<file path="src/sgd_momentum_update_unit_assert.svh">
// Assertion macros used by the update unit front end (smu_front)
`ifndef SGD_MOMENTUM_UPDATE_UNIT_ASSERT_SVH
`define SGD_MOMENTUM_UPDATE_UNIT_ASSERT_SVH

`ifndef ASSERT_OFF
// same-cycle implication, sampled on clk, off while rst_n is low
`define SMU_ASSERT_NOW(label, ante, cons) \
    label: assert property (@(posedge clk) disable iff (!rst_n) (ante) |-> (cons)) \
        else $error("smu assertion failed");
// next-cycle implication
`define SMU_ASSERT_NEXT(label, ante, cons) \
    label: assert property (@(posedge clk) disable iff (!rst_n) (ante) |=> (cons)) \
        else $error("smu assertion failed");
`else
`define SMU_ASSERT_NOW(label, ante, cons)
`define SMU_ASSERT_NEXT(label, ante, cons)
`endif

`endif

</file>
<file path="src/smu_pkg.sv">
// Types, constants and fixed-point helpers of the SGD momentum update unit
package smu_pkg;

    localparam int VAL_W      = 32;
    localparam int IDX_W      = 12;
    localparam int COEF_W     = 17;
    localparam int COEF_SHIFT = 16;
    localparam int PROD_W     = VAL_W + COEF_W + 1;
    localparam int MEM_W      = VAL_W + 1;

    localparam int unsigned MAX_ELEMENTS_DEF = 4096;

    localparam int CFG_IDX_W  = 3;
    localparam int CFG_DATA_W = COEF_W;

    localparam logic [CFG_IDX_W-1:0] REG_LEARNING_RATE = 3'd0;
    localparam logic [CFG_IDX_W-1:0] REG_DECAY         = 3'd1;
    localparam logic [CFG_IDX_W-1:0] REG_MOMENTUM      = 3'd2;
    localparam logic [CFG_IDX_W-1:0] REG_DAMPENING     = 3'd3;
    localparam logic [CFG_IDX_W-1:0] REG_NESTEROV      = 3'd4;

    typedef logic signed [VAL_W-1:0]  val_t;
    typedef logic [COEF_W-1:0]        coef_t;
    typedef logic signed [PROD_W-1:0] prod_t;

    localparam coef_t LR_RESET  = 17'd655;
    localparam coef_t COEF_ONE  = 17'd65536;
    localparam val_t  VAL_MAX   = {1'b0, {(VAL_W-1){1'b1}}};
    localparam val_t  VAL_MIN   = {1'b1, {(VAL_W-1){1'b0}}};
    localparam prod_t ROUND_HALF = prod_t'(2 ** (COEF_SHIFT - 1));

    typedef struct packed {
        coef_t learning_rate;
        coef_t decay;
        coef_t momentum;
        coef_t dampening;
        logic  nesterov;
    } cfg_t;

    // value with its clamp flag
    typedef struct packed {
        logic clamp;
        val_t val;
    } sval_t;

    // what the momentum half hands to the step half
    typedef struct packed {
        val_t theta;
        val_t d;
        val_t mbuf;
        logic clamp;
    } upd_t;

    function automatic prod_t coef_mul(input coef_t c, input val_t v);
        return $signed({1'b0, c}) * v;
    endfunction

    // product / 65536, round half up, clamp to value range
    function automatic sval_t round_sat(input prod_t p);
        prod_t s;
        prod_t q;
        logic [PROD_W-VAL_W:0] hi;
        sval_t r;
        s  = p + ROUND_HALF;
        q  = s >>> COEF_SHIFT;
        hi = q[PROD_W-1:VAL_W-1];
        if (hi == '0 || hi == '1)
        begin
            r.clamp = 1'b0;
            r.val   = q[VAL_W-1:0];
        end
        else
        begin
            r.clamp = 1'b1;
            r.val   = q[PROD_W-1] ? VAL_MIN : VAL_MAX;
        end
        return r;
    endfunction

    function automatic sval_t add_sat(input val_t a, input val_t b, input logic sub);
        logic [VAL_W:0] s;
        sval_t r;
        if (sub)
            s = {a[VAL_W-1], a} - {b[VAL_W-1], b};
        else
            s = {a[VAL_W-1], a} + {b[VAL_W-1], b};
        if (s[VAL_W] != s[VAL_W-1])
        begin
            r.clamp = 1'b1;
            r.val   = s[VAL_W] ? VAL_MIN : VAL_MAX;
        end
        else
        begin
            r.clamp = 1'b0;
            r.val   = s[VAL_W-1:0];
        end
        return r;
    endfunction

endpackage

</file>
<file path="src/smu_if.sv">


interface smu_out_if;
    logic                               valid;
    logic                               ready;
    logic signed [smu_pkg::VAL_W-1:0]   new_param;
    logic signed [smu_pkg::VAL_W-1:0]   momentum_out;
    logic                               saturated;

    modport source (output valid, new_param, momentum_out, saturated, input ready);
    modport sink   (input valid, new_param, momentum_out, saturated, output ready);
endinterface

</file>
<file path="src/smu_back.sv">
// Stages 5-9: Nesterov correction, learning-rate step, output register
module smu_back (
    input  logic          clk,
    input  logic          rst_n,
    input  smu_pkg::cfg_t cfg,
    input  logic          upd_valid,
    output logic          upd_ready,
    input  smu_pkg::upd_t upd,
    smu_out_if.source     result
);
    import smu_pkg::*;

    logic  v5_reg, v6_reg, v7_reg, v8_reg, vo_reg;
    val_t  theta5_reg, d5_reg, mbuf5_reg;
    logic  clamp5_reg;
    val_t  theta6_reg, d6_reg, mbuf6_reg;
    prod_t pn6_reg;
    logic  clamp6_reg;
    val_t  theta7_reg, de7_reg, mbuf7_reg;
    logic  clamp7_reg;
    val_t  theta8_reg, mbuf8_reg;
    prod_t plr8_reg;
    logic  clamp8_reg;
    val_t  new_param_reg, mom_out_reg;
    logic  sat_reg;

    logic  go5, go6, go7, go8, go_o;
    logic  mom_on;
    sval_t rn6, dn6, rl8, np8;
    val_t  de6;
    logic  clamp6, clamp8;

    assign mom_on = (cfg.momentum != '0);

    assign go_o = !vo_reg || result.ready;
    assign go8  = !v8_reg || go_o;
    assign go7  = !v7_reg || go8;
    assign go6  = !v6_reg || go7;
    assign go5  = !v5_reg || go6;
    assign upd_ready = go5;

    // stage 6: direction used for the step
    assign rn6    = round_sat(pn6_reg);
    assign dn6    = add_sat(d6_reg, rn6.val, 1'b0);
    assign de6    = !mom_on ? d6_reg : (cfg.nesterov ? dn6.val : mbuf6_reg);
    assign clamp6 = clamp6_reg || (mom_on && cfg.nesterov && (rn6.clamp || dn6.clamp));

    // stage 8: theta - lr*d
    assign rl8    = round_sat(plr8_reg);
    assign np8    = add_sat(theta8_reg, rl8.val, 1'b1);
    assign clamp8 = clamp8_reg || rl8.clamp || np8.clamp;

    always_ff @(posedge clk or negedge rst_n)
    begin
        if (!rst_n)
        begin
            v5_reg <= 1'b0;
            v6_reg <= 1'b0;
            v7_reg <= 1'b0;
            v8_reg <= 1'b0;
            vo_reg <= 1'b0;
        end
        else
        begin
            if (go5)
                v5_reg <= upd_valid;
            if (go6)
                v6_reg <= v5_reg;
            if (go7)
                v7_reg <= v6_reg;
            if (go8)
                v8_reg <= v7_reg;
            if (go_o)
                vo_reg <= v8_reg;
        end
    end

    always_ff @(posedge clk)
    begin
        if (go5)
        begin
            theta5_reg <= upd.theta;
            d5_reg     <= upd.d;
            mbuf5_reg  <= upd.mbuf;
            clamp5_reg <= upd.clamp;
        end
        if (go6)
        begin
            theta6_reg <= theta5_reg;
            d6_reg     <= d5_reg;
            mbuf6_reg  <= mbuf5_reg;
            pn6_reg    <= coef_mul(cfg.momentum, mbuf5_reg);
            clamp6_reg <= clamp5_reg;
        end
        if (go7)
        begin
            theta7_reg <= theta6_reg;
            de7_reg    <= de6;
            mbuf7_reg  <= mbuf6_reg;
            clamp7_reg <= clamp6;
        end
        if (go8)
        begin
            theta8_reg <= theta7_reg;
            mbuf8_reg  <= mbuf7_reg;
            plr8_reg   <= coef_mul(cfg.learning_rate, de7_reg);
            clamp8_reg <= clamp7_reg;
        end
        if (go_o)
        begin
            new_param_reg <= np8.val;
            mom_out_reg   <= mom_on ? mbuf8_reg : '0;
            sat_reg       <= clamp8;
        end
    end

    assign result.valid        = vo_reg;
    assign result.new_param    = new_param_reg;
    assign result.momentum_out = mom_out_reg;
    assign result.saturated    = sat_reg;
endmodule

</file>
<file path="src/flat_wrapper.sv">
// flat-port wrapper written by rule: the top's interface ports become plain ports
module smu_back_flat import smu_pkg::*;
  (clk, rst_n, cfg, upd_valid, upd_ready, upd, result_valid, result_new_param, result_momentum_out, result_saturated, result_ready);
  smu_out_if result_i ();
  input  logic clk;
  input  logic rst_n;
  input  smu_pkg::cfg_t cfg;
  input  logic upd_valid;
  output logic upd_ready;
  input  smu_pkg::upd_t upd;
  output wire logic [$bits(result_i.valid)-1:0] result_valid;
  output wire logic [$bits(result_i.new_param)-1:0] result_new_param;
  output wire logic [$bits(result_i.momentum_out)-1:0] result_momentum_out;
  output wire logic [$bits(result_i.saturated)-1:0] result_saturated;
  input wire logic [$bits(result_i.ready)-1:0] result_ready;
  assign result_valid = result_i.valid;
  assign result_new_param = result_i.new_param;
  assign result_momentum_out = result_i.momentum_out;
  assign result_saturated = result_i.saturated;
  assign result_i.ready = result_ready;
  smu_back u_core (.clk(clk), .rst_n(rst_n), .cfg(cfg), .upd_valid(upd_valid), .upd_ready(upd_ready), .upd(upd), .result(result_i));
endmodule
</file>
<file path="config.mk">
export PLATFORM = sky130hd
export DESIGN_NAME = smu_back_flat
export DESIGN_NICKNAME = d
export VERILOG_FILES = /design/src/sgd_momentum_update_unit_assert.svh /design/src/smu_pkg.sv /design/src/smu_if.sv /design/src/smu_back.sv /design/src/flat_wrapper.sv
export SDC_FILE = /design/constraint.sdc
export NUM_CORES = 2
export LEC_CHECK = 0
export ABC_AREA = 1
export BUFFER_PORTS_ARGS = -buffer_cell sky130_fd_sc_hd__buf_2
export CAP_MARGIN = 20
export CORE_MARGIN = 4
export CORE_UTILIZATION = 65
export CTS_CLUSTER_DIAMETER = 50
export DETAILED_ROUTE_END_ITERATION = 12
export PLACE_DENSITY = 0.88
export SKIP_LAST_GASP = 1
export SYNTH_ARGS = -nofsm -noshare
export SYNTH_HDL_FRONTEND = slang
export SYNTH_SLANG_ARGS = --single-unit
</file>
<file path="constraint.sdc">
create_clock -name clk -period 10.8 [get_ports clk]
set_input_delay 0.54 -clock clk [delete_from_list [all_inputs] [get_ports clk]]
set_output_delay 0.54 -clock clk [all_outputs]
set_load 0.02 [all_outputs]
</file>
==> metrics.txt <==
f_max 141 MHz; fin worst setup slack 3720 ps; largest net degree at the start of global routing 72; slowest stage delay, CP around 1200 ps; DR top layer met5; Hold Crit Class primary input to register; FF/Latch Area 14,900 um2; Reg clk slew, reported paths 70 ps; min cycle time layout about 7000 ps; dominant synthesized flop cell edfxtp_1; slew margin rel. 16.9%; 1st-iter DRT viols 4,600; grt ovf 0; first-pass GRT wire length about 290 mm; Synth Cell Area 63,300 um2; setup TNS 0 ps; Crit. Startpoint u_core.mbuf5_reg[16]; number of synthesized flops with an enable pin 491; number of global-route vias before repair around 55,000; TritonCTS buffer count 60; met2 wire len 87.7 mm; cell family with most CP delay adder cells; Mean Syn Cell Area between 8 and 9 um2; Total GRT Usage 36.1%; H-tree Lvls 2; share of layout cells above drive strength 1 5.27%; Crit Path Max Fanout 19; Resize count post-CTS 0; Num Clock Sinks between 400 and 500; clk_lat worst skew a little over 700 ps; Hold Violations, Final 0; Post-Synthesis Cells 7,579; final core utilization between 60% and 70%; Yosys top cell by area fa_1; RSZ-0062 raised after global routing false; post-route insts no fill 8,932; crit end category register; area of the core 96,700 um2; initial core utilization between 60% and 70%; Max clock buf depth 3; endpoints failing setup 0; Fillers 7,039; IO Pins 237; WL/cell about 20 um; drt pass-1 iters 8; Yosys cell types 49; vias between 50,000 and 60,000; Max Cap Viol 0; # rows around 110; die area 102,000 um2; Buf/Inv on CP 6; Max Clock Skew 101 ps; Synth Net Count 9,087; DP Cell Count 8,798; port bufs roughly 200; flops & latches, synth 496; metal1 wirelength 59.5 mm; Die Ht approximately 320 um; Vias per Instance between 5 and 6; startpoint types register; synth-to-layout area growth 6.12%; Worst-Margin Slew 1250 ps; worst r2r src u_core.mbuf5_reg[16]; register area share after synthesis about a quarter; hpwl dp 138 mm; yosys warns 0; CTS Root Cell clkbuf_16; top cells by area, synth fa_1 (33%), edfxtp_1 (23%), inv_1 (13%), nand2_1 (12%), ha_1 (5.9%); Crit-path slowest cell edfxtp_1; Setup WS pre-CTS 3810 ps; Final Cycle Share 65.6%; CP required ~11,000 ps; routed wire length 181 mm; Post-synth ARST share under 10%; Hold Startpoint upd[74]; nets@finish 9,108; Final Max Tran Viols 0; met3 WL post-DR 18.5 mm; initial antenna violation count 14; WP data arrival 7510 ps; critical path type register to register; Cell Chain, Critical Path nand2_1, inv_1, fa_1, fa_1, fa_1, fa_1, fa_1, inv_1, fa_1, inv_1, ha_1, nand2_1, nor2_1, inv_1, nor2_1, inv_1, o21ai_0, inv_1, nand2_1, nand2_1, nand2_1, xor2_1; multi-input logic area 39,000 um2; remaining antenna violation count 0; area share of the largest cell type after synthesis 32.9%; Placer Congestion 1.02; CTS tree built; status completed; die span in x 320 um; residual DRC count 0
-- cells in the final DEF, fill, tap and decap left out, types with 6 or more instances in the layout --
cell type and n:
buf_2 202, nor3_1 46, clkbuf_1 10, nand2_2 27, o21ai_0 131, nor3_2 7, nor4_1 17, inv_2 12
a21o_1 23, nand3_1 137, diode_2 8, a21oi_1 199, a31oi_1 17, or2_2 10, fa_1 1040, buf_4 22
xnor2_1 45, ha_1 298, inv_8 6, and3_1 8, nand2_1 1949, a21boi_0 9, inv_6 6, clkbuf_16 60
nand3b_1 12, dlygate4sd3_1 15, o21bai_1 19, clkinv_2 6, o21a_1 6, edfxtp_1 491, nand4_1 38, nor2_1 383
inv_1 2202, xor2_1 119, clkinv_8 7, nor2_2 10
-- path summary, 6_finish.rpt --
| check | cells past startpoint | end | slack (ps) |
|---|---|---|---|
| min reg2reg | 0 | u_core.theta8_reg[14] | 320 |
| max | 22 | u_core.pn6_reg[41] | 3720 |
| min in group asynchronous | 2 | u_core.result.valid | 190 |
| min | 1 | u_core.theta5_reg[9] | 10 |
| max reg2reg | 22 | u_core.pn6_reg[41] | 3720 |
| max in group asynchronous | 2 | u_core.v6_reg | 10470 |
-- layer usage --
metal / vias up / global-route usage [%]
met5: - / 0
met4: 10 / 25.4
met3: 1104 / 8.52
met2: 3047 / 61.0
met1: 24100 / 40.3
li1: 22000 / -
-- synth_stat cells, types with 2 or more instances --
cell / instances
fa_1: 1040
inv_2: 11
and3_1: 8
o21a_1: 6
nor2_1: 383
buf_6: 4
o21bai_1: 19
a211oi_1: 4
inv_1: 2206
nand2_4: 2
a31oi_1: 17
nor2_2: 10
a21boi_0: 9
nand3b_1: 12
clkbuf_1: 252
nor4_1: 17
nand4_1: 38
nor3_2: 7
nor4_2: 2
nand2_2: 27
o221ai_1: 2
nor2_4: 2
buf_2: 23
ha_1: 298
nand2_1: 1950
a21oi_1: 199
dfrtp_1: 5
xnor2_1: 45
or3_1: 2
a21oi_2: 5
nand3_1: 137
nor3_1: 46
o211ai_1: 5
or2_2: 10
o21ai_1: 2
o21ai_0: 131
edfxtp_1: 491
a21o_1: 23
xor2_1: 119
-- repair_timing --
action,CTS,global route
endpoints found under the hold margin,16,3
hold buffers,12,3
setup buffers,0,0
-- area by class of cell --
cell class              instances  area share (%)
multi-input cells            4585            58.0
flip-flops and latches        496            22.1
inverters                    2217            12.4
well taps                    1276            2.38
clock buffers                  71            2.31
repair buffers                240            2.02
clock inverters                39           0.700
diodes                          8          0.0298
-- stage by stage --
| stage | hold WS, ps | instance area, um2 |
|---|---|---|
| floorplan | 244 | 63300 |
| global placement | 363 | 65000 |
| global route | 1.55 | 67200 |
| CTS | 0.301 | 67100 |
| detailed placement | 366 | 65000 |
| finish | 14.2 | 67200 |
-- cells by family (layout without fill, tap and decap cells) --
group	count (synthesis)	in the layout	synth area share, %
simple gates	2656	2656	16.8
buf+inv	2498	2567	14.9
fa+ha+maj	1338	1338	38.8
flops	496	496	23.5
compound gates	427	427	3.74
xor+xnor	164	164	2.27
other cells	0	8	0
Power is not shown: default switching activity piles up to over one toggle a cycle in this logic, so the estimate is an artifact.
