$ cat config.mk
export PLATFORM = sky130hd
export DESIGN_NAME = smu_front_flat
export DESIGN_NICKNAME = d
export VERILOG_FILES = /design/src/smu_pkg.sv /design/src/smu_if.sv /design/src/smu_front.sv /design/src/flat_wrapper.sv
export VERILOG_INCLUDE_DIRS = /design/src /design/src/src
export SDC_FILE = /design/constraint.sdc
export NUM_CORES = 2
export LEC_CHECK = 0
export BUFFER_PORTS_ARGS = -buffer_cell sky130_fd_sc_hd__buf_2
export CAP_MARGIN = 20
export CORE_ASPECT_RATIO = 2
export CORE_MARGIN = 4
export CORE_UTILIZATION = 40
export CTS_CLUSTER_SIZE = 30
export DETAILED_ROUTE_END_ITERATION = 12
export SYNTH_ARGS = -nofsm -noshare
export SYNTH_HDL_FRONTEND = slang
export SYNTH_SLANG_ARGS = --single-unit
$ cat constraint.sdc
create_clock -name clk -period 10.6 [get_ports clk]
set_input_delay 1.06 -clock clk [delete_from_list [all_inputs] [get_ports clk]]
set_output_delay 1.06 -clock clk [all_outputs]
set_load 0.01 [all_outputs]
$ cat src/sgd_momentum_update_unit_assert.svh
// Assertion macros used by the update unit front end (smu_front)
`ifndef SGD_MOMENTUM_UPDATE_UNIT_ASSERT_SVH
`define SGD_MOMENTUM_UPDATE_UNIT_ASSERT_SVH

`ifndef ASSERT_OFF
// same-cycle implication, sampled on clk, off while rst_n is low
`define SMU_ASSERT_NOW(label, ante, cons) \
    label: assert property (@(posedge clk) disable iff (!rst_n) (ante) |-> (cons)) \
        else $error("smu assertion failed");
// next-cycle implication
`define SMU_ASSERT_NEXT(label, ante, cons) \
    label: assert property (@(posedge clk) disable iff (!rst_n) (ante) |=> (cons)) \
        else $error("smu assertion failed");
`else
`define SMU_ASSERT_NOW(label, ante, cons)
`define SMU_ASSERT_NEXT(label, ante, cons)
`endif

`endif

$ cat src/smu_pkg.sv
// Types, constants and fixed-point helpers of the SGD momentum update unit
package smu_pkg;

    localparam int VAL_W      = 32;
    localparam int IDX_W      = 12;
    localparam int COEF_W     = 17;
    localparam int COEF_SHIFT = 16;
    localparam int PROD_W     = VAL_W + COEF_W + 1;
    localparam int MEM_W      = VAL_W + 1;

    localparam int unsigned MAX_ELEMENTS_DEF = 4096;

    localparam int CFG_IDX_W  = 3;
    localparam int CFG_DATA_W = COEF_W;

    localparam logic [CFG_IDX_W-1:0] REG_LEARNING_RATE = 3'd0;
    localparam logic [CFG_IDX_W-1:0] REG_DECAY         = 3'd1;
    localparam logic [CFG_IDX_W-1:0] REG_MOMENTUM      = 3'd2;
    localparam logic [CFG_IDX_W-1:0] REG_DAMPENING     = 3'd3;
    localparam logic [CFG_IDX_W-1:0] REG_NESTEROV      = 3'd4;

    typedef logic signed [VAL_W-1:0]  val_t;
    typedef logic [COEF_W-1:0]        coef_t;
    typedef logic signed [PROD_W-1:0] prod_t;

    localparam coef_t LR_RESET  = 17'd655;
    localparam coef_t COEF_ONE  = 17'd65536;
    localparam val_t  VAL_MAX   = {1'b0, {(VAL_W-1){1'b1}}};
    localparam val_t  VAL_MIN   = {1'b1, {(VAL_W-1){1'b0}}};
    localparam prod_t ROUND_HALF = prod_t'(2 ** (COEF_SHIFT - 1));

    typedef struct packed {
        coef_t learning_rate;
        coef_t decay;
        coef_t momentum;
        coef_t dampening;
        logic  nesterov;
    } cfg_t;

    // value with its clamp flag
    typedef struct packed {
        logic clamp;
        val_t val;
    } sval_t;

    // what the momentum half hands to the step half
    typedef struct packed {
        val_t theta;
        val_t d;
        val_t mbuf;
        logic clamp;
    } upd_t;

    function automatic prod_t coef_mul(input coef_t c, input val_t v);
        return $signed({1'b0, c}) * v;
    endfunction

    // product / 65536, round half up, clamp to value range
    function automatic sval_t round_sat(input prod_t p);
        prod_t s;
        prod_t q;
        logic [PROD_W-VAL_W:0] hi;
        sval_t r;
        s  = p + ROUND_HALF;
        q  = s >>> COEF_SHIFT;
        hi = q[PROD_W-1:VAL_W-1];
        if (hi == '0 || hi == '1)
        begin
            r.clamp = 1'b0;
            r.val   = q[VAL_W-1:0];
        end
        else
        begin
            r.clamp = 1'b1;
            r.val   = q[PROD_W-1] ? VAL_MIN : VAL_MAX;
        end
        return r;
    endfunction

    function automatic sval_t add_sat(input val_t a, input val_t b, input logic sub);
        logic [VAL_W:0] s;
        sval_t r;
        if (sub)
            s = {a[VAL_W-1], a} - {b[VAL_W-1], b};
        else
            s = {a[VAL_W-1], a} + {b[VAL_W-1], b};
        if (s[VAL_W] != s[VAL_W-1])
        begin
            r.clamp = 1'b1;
            r.val   = s[VAL_W] ? VAL_MIN : VAL_MAX;
        end
        else
        begin
            r.clamp = 1'b0;
            r.val   = s[VAL_W-1:0];
        end
        return r;
    endfunction

endpackage

$ cat src/smu_if.sv
// Item and result channel interfaces
interface smu_in_if;
    logic                               valid;
    logic                               ready;
    logic [smu_pkg::IDX_W-1:0]          element_index;
    logic signed [smu_pkg::VAL_W-1:0]   param_value;
    logic signed [smu_pkg::VAL_W-1:0]   grad_value;

    modport source (output valid, element_index, param_value, grad_value, input ready);
    modport sink   (input valid, element_index, param_value, grad_value, output ready);
endinterface


$ cat src/smu_front.sv
// Stages 1-4: weight decay, momentum read, buffer update and write-back
`include "sgd_momentum_update_unit_assert.svh"

module smu_front #(
    parameter int unsigned MAX_ELEMENTS = smu_pkg::MAX_ELEMENTS_DEF,
    parameter int unsigned ADDR_W       = 12
) (
    input  logic                      clk,
    input  logic                      rst_n,
    input  smu_pkg::cfg_t             cfg,
    input  logic                      hold,
    smu_in_if.sink                    item,
    output logic                      mem_re,
    output logic [ADDR_W-1:0]         mem_raddr,
    input  logic [smu_pkg::MEM_W-1:0] mem_rdata,
    output logic                      mem_we,
    output logic [ADDR_W-1:0]         mem_waddr,
    output logic [smu_pkg::MEM_W-1:0] mem_wdata,
    output logic                      upd_valid,
    input  logic                      upd_ready,
    output smu_pkg::upd_t             upd
);
    import smu_pkg::*;

    localparam int unsigned EXT_W = (ADDR_W > IDX_W) ? ADDR_W : IDX_W;

    // stage 1
    logic              v1_reg;
    logic [ADDR_W-1:0] a1_reg;
    val_t              theta1_reg;
    val_t              g1_reg;
    // stage 2
    logic              v2_reg;
    logic [ADDR_W-1:0] a2_reg;
    val_t              theta2_reg;
    val_t              g2_reg;
    prod_t             pwd2_reg;
    // stage 3
    logic              v3_reg;
    logic [ADDR_W-1:0] a3_reg;
    val_t              theta3_reg;
    val_t              d3_reg;
    logic              vold3_reg;
    prod_t             pa3_reg;
    logic              clamp3_reg;
    // stage 4
    logic              v4_reg;
    logic [ADDR_W-1:0] a4_reg;
    val_t              theta4_reg;
    val_t              d4_reg;
    logic              vold4_reg;
    sval_t             ra4_reg;
    prod_t             pb4_reg;
    logic              clamp4_reg;

    logic              go2, go3, go4;
    logic              haz, adv1, accept;
    logic [EXT_W-1:0]  idx_ext;
    logic [ADDR_W-1:0] addr_in;
    logic              dec_on, mom_on;
    sval_t             rwd, dsum;
    val_t              d2;
    logic              clamp2;
    prod_t             pa2;
    sval_t             ra3;
    logic signed [COEF_W:0] damp_scale;
    prod_t             pb3;
    sval_t             rb4, bsum;
    val_t              mbuf4;
    logic              clamp4;

    assign dec_on = (cfg.decay != '0);
    assign mom_on = (cfg.momentum != '0);

    // power-of-two store: index wraps by masking
    assign idx_ext = EXT_W'(item.element_index) & EXT_W'(MAX_ELEMENTS - 1);
    assign addr_in = idx_ext[ADDR_W-1:0];

    assign go4 = !v4_reg || upd_ready;
    assign go3 = !v3_reg || go4;
    assign go2 = !v2_reg || go3;

    // element still being updated further down: wait until its write is done
    assign haz = v1_reg && ((v2_reg && a2_reg == a1_reg) ||
                            (v3_reg && a3_reg == a1_reg) ||
                            (v4_reg && a4_reg == a1_reg));
    assign adv1 = v1_reg && go2 && !haz;

    assign item.ready = !hold && (!v1_reg || adv1);
    assign accept     = item.valid && item.ready;

    assign mem_re    = go2;
    assign mem_raddr = a1_reg;

    // stage 2: decayed gradient, old momentum product
    assign rwd    = round_sat(pwd2_reg);
    assign dsum   = add_sat(g2_reg, rwd.val, 1'b0);
    assign d2     = dec_on ? dsum.val : g2_reg;
    assign clamp2 = dec_on && (rwd.clamp || dsum.clamp);
    assign pa2    = coef_mul(cfg.momentum, val_t'(mem_rdata[VAL_W-1:0]));

    // stage 3
    assign ra3        = round_sat(pa3_reg);
    assign damp_scale = $signed({1'b0, COEF_ONE}) - $signed({1'b0, cfg.dampening});
    assign pb3        = damp_scale * d3_reg;

    // stage 4: new buffer
    assign rb4    = round_sat(pb4_reg);
    assign bsum   = add_sat(ra4_reg.val, rb4.val, 1'b0);
    assign mbuf4  = vold4_reg ? bsum.val : d4_reg;
    assign clamp4 = clamp4_reg ||
                    (mom_on && vold4_reg && (ra4_reg.clamp || rb4.clamp || bsum.clamp));

    assign mem_we    = v4_reg && upd_ready;
    assign mem_waddr = a4_reg;
    assign mem_wdata = mom_on ? {1'b1, mbuf4} : '0;

    assign upd_valid  = v4_reg;
    assign upd.theta  = theta4_reg;
    assign upd.d      = d4_reg;
    assign upd.mbuf   = mbuf4;
    assign upd.clamp  = clamp4;

    always_ff @(posedge clk or negedge rst_n)
    begin
        if (!rst_n)
        begin
            v1_reg <= 1'b0;
            v2_reg <= 1'b0;
            v3_reg <= 1'b0;
            v4_reg <= 1'b0;
        end
        else
        begin
            if (item.ready)
                v1_reg <= item.valid;
            if (go2)
                v2_reg <= adv1;
            if (go3)
                v3_reg <= v2_reg;
            if (go4)
                v4_reg <= v3_reg;
        end
    end

    always_ff @(posedge clk)
    begin
        if (accept)
        begin
            a1_reg     <= addr_in;
            theta1_reg <= item.param_value;
            g1_reg     <= item.grad_value;
        end
        if (go2)
        begin
            a2_reg     <= a1_reg;
            theta2_reg <= theta1_reg;
            g2_reg     <= g1_reg;
            pwd2_reg   <= coef_mul(cfg.decay, theta1_reg);
        end
        if (go3)
        begin
            a3_reg     <= a2_reg;
            theta3_reg <= theta2_reg;
            d3_reg     <= d2;
            vold3_reg  <= mem_rdata[VAL_W];
            pa3_reg    <= pa2;
            clamp3_reg <= clamp2;
        end
        if (go4)
        begin
            a4_reg     <= a3_reg;
            theta4_reg <= theta3_reg;
            d4_reg     <= d3_reg;
            vold4_reg  <= vold3_reg;
            ra4_reg    <= ra3;
            pb4_reg    <= pb3;
            clamp4_reg <= clamp3_reg;
        end
    end

    `SMU_ASSERT_NOW(a_rd_wr_apart, adv1 && mem_we, mem_waddr != a1_reg)
    `SMU_ASSERT_NEXT(a_rdata_held, v2_reg && !go3, $stable(mem_rdata))
    `SMU_ASSERT_NEXT(a_haz_holds, haz, v1_reg && $stable(a1_reg))
endmodule

$ cat src/flat_wrapper.sv
// flat-port wrapper written by rule: the top's interface ports become plain ports
module smu_front_flat import smu_pkg::*;
#(
    parameter int unsigned MAX_ELEMENTS = smu_pkg::MAX_ELEMENTS_DEF,
    parameter int unsigned ADDR_W       = 12
)
  (clk, rst_n, cfg, hold, mem_re, mem_raddr, mem_rdata, mem_we, mem_waddr, mem_wdata, upd_valid, upd_ready, upd, item_valid, item_element_index, item_param_value, item_grad_value, item_ready);
  smu_in_if item_i ();
  input  logic clk;
  input  logic rst_n;
  input  smu_pkg::cfg_t cfg;
  input  logic hold;
  output logic mem_re;
  output logic [ADDR_W-1:0] mem_raddr;
  input  logic [smu_pkg::MEM_W-1:0] mem_rdata;
  output logic mem_we;
  output logic [ADDR_W-1:0] mem_waddr;
  output logic [smu_pkg::MEM_W-1:0] mem_wdata;
  output logic upd_valid;
  input  logic upd_ready;
  output smu_pkg::upd_t upd;
  input wire logic [$bits(item_i.valid)-1:0] item_valid;
  input wire logic [$bits(item_i.element_index)-1:0] item_element_index;
  input wire logic [$bits(item_i.param_value)-1:0] item_param_value;
  input wire logic [$bits(item_i.grad_value)-1:0] item_grad_value;
  output wire logic [$bits(item_i.ready)-1:0] item_ready;
  assign item_i.valid = item_valid;
  assign item_i.element_index = item_element_index;
  assign item_i.param_value = item_param_value;
  assign item_i.grad_value = item_grad_value;
  assign item_ready = item_i.ready;
  smu_front #(.MAX_ELEMENTS(MAX_ELEMENTS), .ADDR_W(ADDR_W)) u_core (.clk(clk), .rst_n(rst_n), .cfg(cfg), .hold(hold), .item(item_i), .mem_re(mem_re), .mem_raddr(mem_raddr), .mem_rdata(mem_rdata), .mem_we(mem_we), .mem_waddr(mem_waddr), .mem_wdata(mem_wdata), .upd_valid(upd_valid), .upd_ready(upd_ready), .upd(upd));
endmodule
==> results.md <==
- Status: complete, no violations
- Top-Level Pins: 341
- Count of different cell masters after synthesis: 82
- Commonest cells after routing, fill and taps aside: inv_1, fa_1, nand2_1
- Syn Nets: 10.1k
- Post-synth top flop: edfxtp_1
- First-iteration detailed-routing DRC count: 2830
- Post-route DRC: 0
- Syn_area_per_cell: 9.63 um^2
- Setup_tns: 0 ns
- CTS tree: yes
- Final setup viols: 0
- Avg WL per Cell: 20.5 um
- Initial Utilization: 0.401
- Worst setup path class: primary input to flop
- Final Cycle Share: 0.893
- Root Driver: clkbuf_16
- Initial DRT Pass Iterations: 5
- DR vias: 55.6k
- Worst slew pin tran: 1.14 ns
- Clk pin slew, worst setup/hold paths: 0.06 ns
- EDFF count, synth: 446
- Clock Skews: 0.0263 ns
- Fraction of registers with async set/reset: 0.00889
- Die Wd: 317 um
- Max_cap viols: 0
- Drt total wl: 218000 um
- Proportion of layout cells with a drive suffix above 1: 0.0654
- Core Area: 191000 um^2
- Initial antenna violation count: 10
- Max clock buf depth: 3
- Synth area leaders: fa_1, edfxtp_1, inv_1, ha_1, nand2_1
- Crit-path max cell delay: 0.64 ns
- Port Buffers: 322
- Top delay family on crit path: adder cells
- Startpoint types: primary input
- Critical Path RT: 10.96 ns
- Via/cell ratio: 5.23
- Antenna viol nets, final: 0
- Post-synthesis sequential area ratio: 0.176
- WP buf/inv: 3
- Post-CTS sizing: 0
- Slew Limit Fails: 0
- Largest net degree at the start of global routing: 66
- Worst hold path class: primary input to asynchronous set/reset pin
- Area share of the largest cell type after synthesis: 0.416
- Largest area contributor in the netlist: fa_1
- Yosys warnings: 0
- GRT Overall Usage: 0.222
- Die Height: 627 um
- Gr ovfl total: 0
- Most used cell, CP: fa_1
- Crit path DAT: 9.83 ns
- Cts bufs inserted: 49
- Crit path max fanout: 32
- First-pass GRT wire length: 345000 um
- Post-synthesis instance area: 76600 um^2
- Clock Latency Late Sink: 0.63 ns
- CP endpoint kind: flop
- Most common cell after layout, fill and taps aside: inv_1
- Vias in the first global route: 63.1k
- Post-CTS setup buffer count: 0
- Final min period: 9.47 ns
- Fmax: 0.106 GHz
- Slew margin rel.: 0.237
- H-Tree Depth: 2
- Die area: 199000 um^2
- Cells after synthesis: 7958
- RSZ-0062 raised after global routing: false
- Routability congestion estimate: 0.916
- Row cnt: 227
- Nets@finish: 10.3k
- Fillers: 18.7k
- Synth-to-layout area growth: 7.70%
- Yosys reg bits: 450
- Slowest CP cell: nor3_1
- Hpwl dp: 177000 um
- Clock sink count: 450
- Final hold vios: 0
- Cts hold-fix bufs: 0
-- cells in the mapped netlist (6+ instances only) --
cell,instances
or2_2,10
or4_1,7
edfxtp_1,446
clkbuf_1,323
ha_1,414
o31ai_1,6
nand3_1,75
nor4_1,28
nand4_1,41
a41oi_1,9
o211ai_1,15
and3_1,37
a211o_1,6
buf_2,8
nor2b_1,26
nor2_1,223
a211oi_1,40
a21o_1,76
a21oi_1,230
nand2b_1,18
inv_1,1803
nor3_1,45
a31oi_1,18
and2_1,539
fa_1,1592
or3_1,13
o21a_1,27
xnor2_1,175
nor3b_1,6
nand2_1,1284
xor2_1,128
and4_1,10
o21bai_1,18
o21ai_0,156
-- per-layer routing --
metal  global-route usage  share of wire  vias up
li1                     -              -    24200
met1                0.221           0.32    28800
met2                0.437           0.56     1870
met3               0.0218          0.043      773
met4                0.140          0.075        2
met5                    0       0.000060        -
-- cell type report --
class / instances / area, um^2 / share of cell area
Multi-Input combinational cell: 5368 / 55200 / 0.669
Sequential cell: 450 / 13500 / 0.164
Inverter: 1803 / 6770 / 0.0821
Tap cell: 2519 / 3150 / 0.0382
Timing Repair Buffer: 408 / 2260 / 0.0274
Clock buffer: 59 / 1260 / 0.0153
Clock inverter: 30 / 340 / 0.00412
Antenna cell: 2 / 5.00 / 0.0000607
-- cell families (layout without fill, tap and decap cells) --
family                   count (synthesis)  count (layout)  share of synthesized area
AND/OR/NAND/NOR                       2374            2374                      0.144
buffers and inverters                 2140            2300                      0.105
adder cells (fa/ha/maj)               2007            2007                      0.484
AO/OA/AOI/OAI                          676             676                     0.0555
flip-flops                             450             450                      0.176
XOR/XNOR                               303             303                     0.0346
multiplexers                             8               8                    0.00114
other                                    0               2                          0
-- stage by stage --
step	area (um^2)	worst slack, ns	util	instances	hold WS, ns
floorplan	76600	2.01	-	7958	0.400
detailed placement	80900	0.536	0.424	10500	0.405
CTS	82500	1.21	0.432	10600	0.189
global placement	80900	0.668	0.424	10500	0.401
finish	82500	1.13	0.432	10600	0.236
global route	82500	0.860	0.432	10600	0.206
-- worst paths after layout --
path                                        from                    end  slack, ns  cells after the start
max reg2reg                  u_core.pwd2_reg[17]      u_core.d3_reg[27]       2.53                     22
min in group clk           u_core.theta3_reg[25]  u_core.theta4_reg[25]       0.41                      0
max in group asynchronous                  rst_n          u_core.v3_reg      10.24                      1
max                                       cfg[6]     u_core.pb4_reg[48]       1.13                     26
min                                        rst_n          u_core.v1_reg       0.24                      1
min reg2reg                u_core.theta3_reg[25]  u_core.theta4_reg[25]       0.41                      0
Power is left out: the tool's default activity adds up to more than one toggle a clock period on the data nets, which glitch-free logic cannot reach.
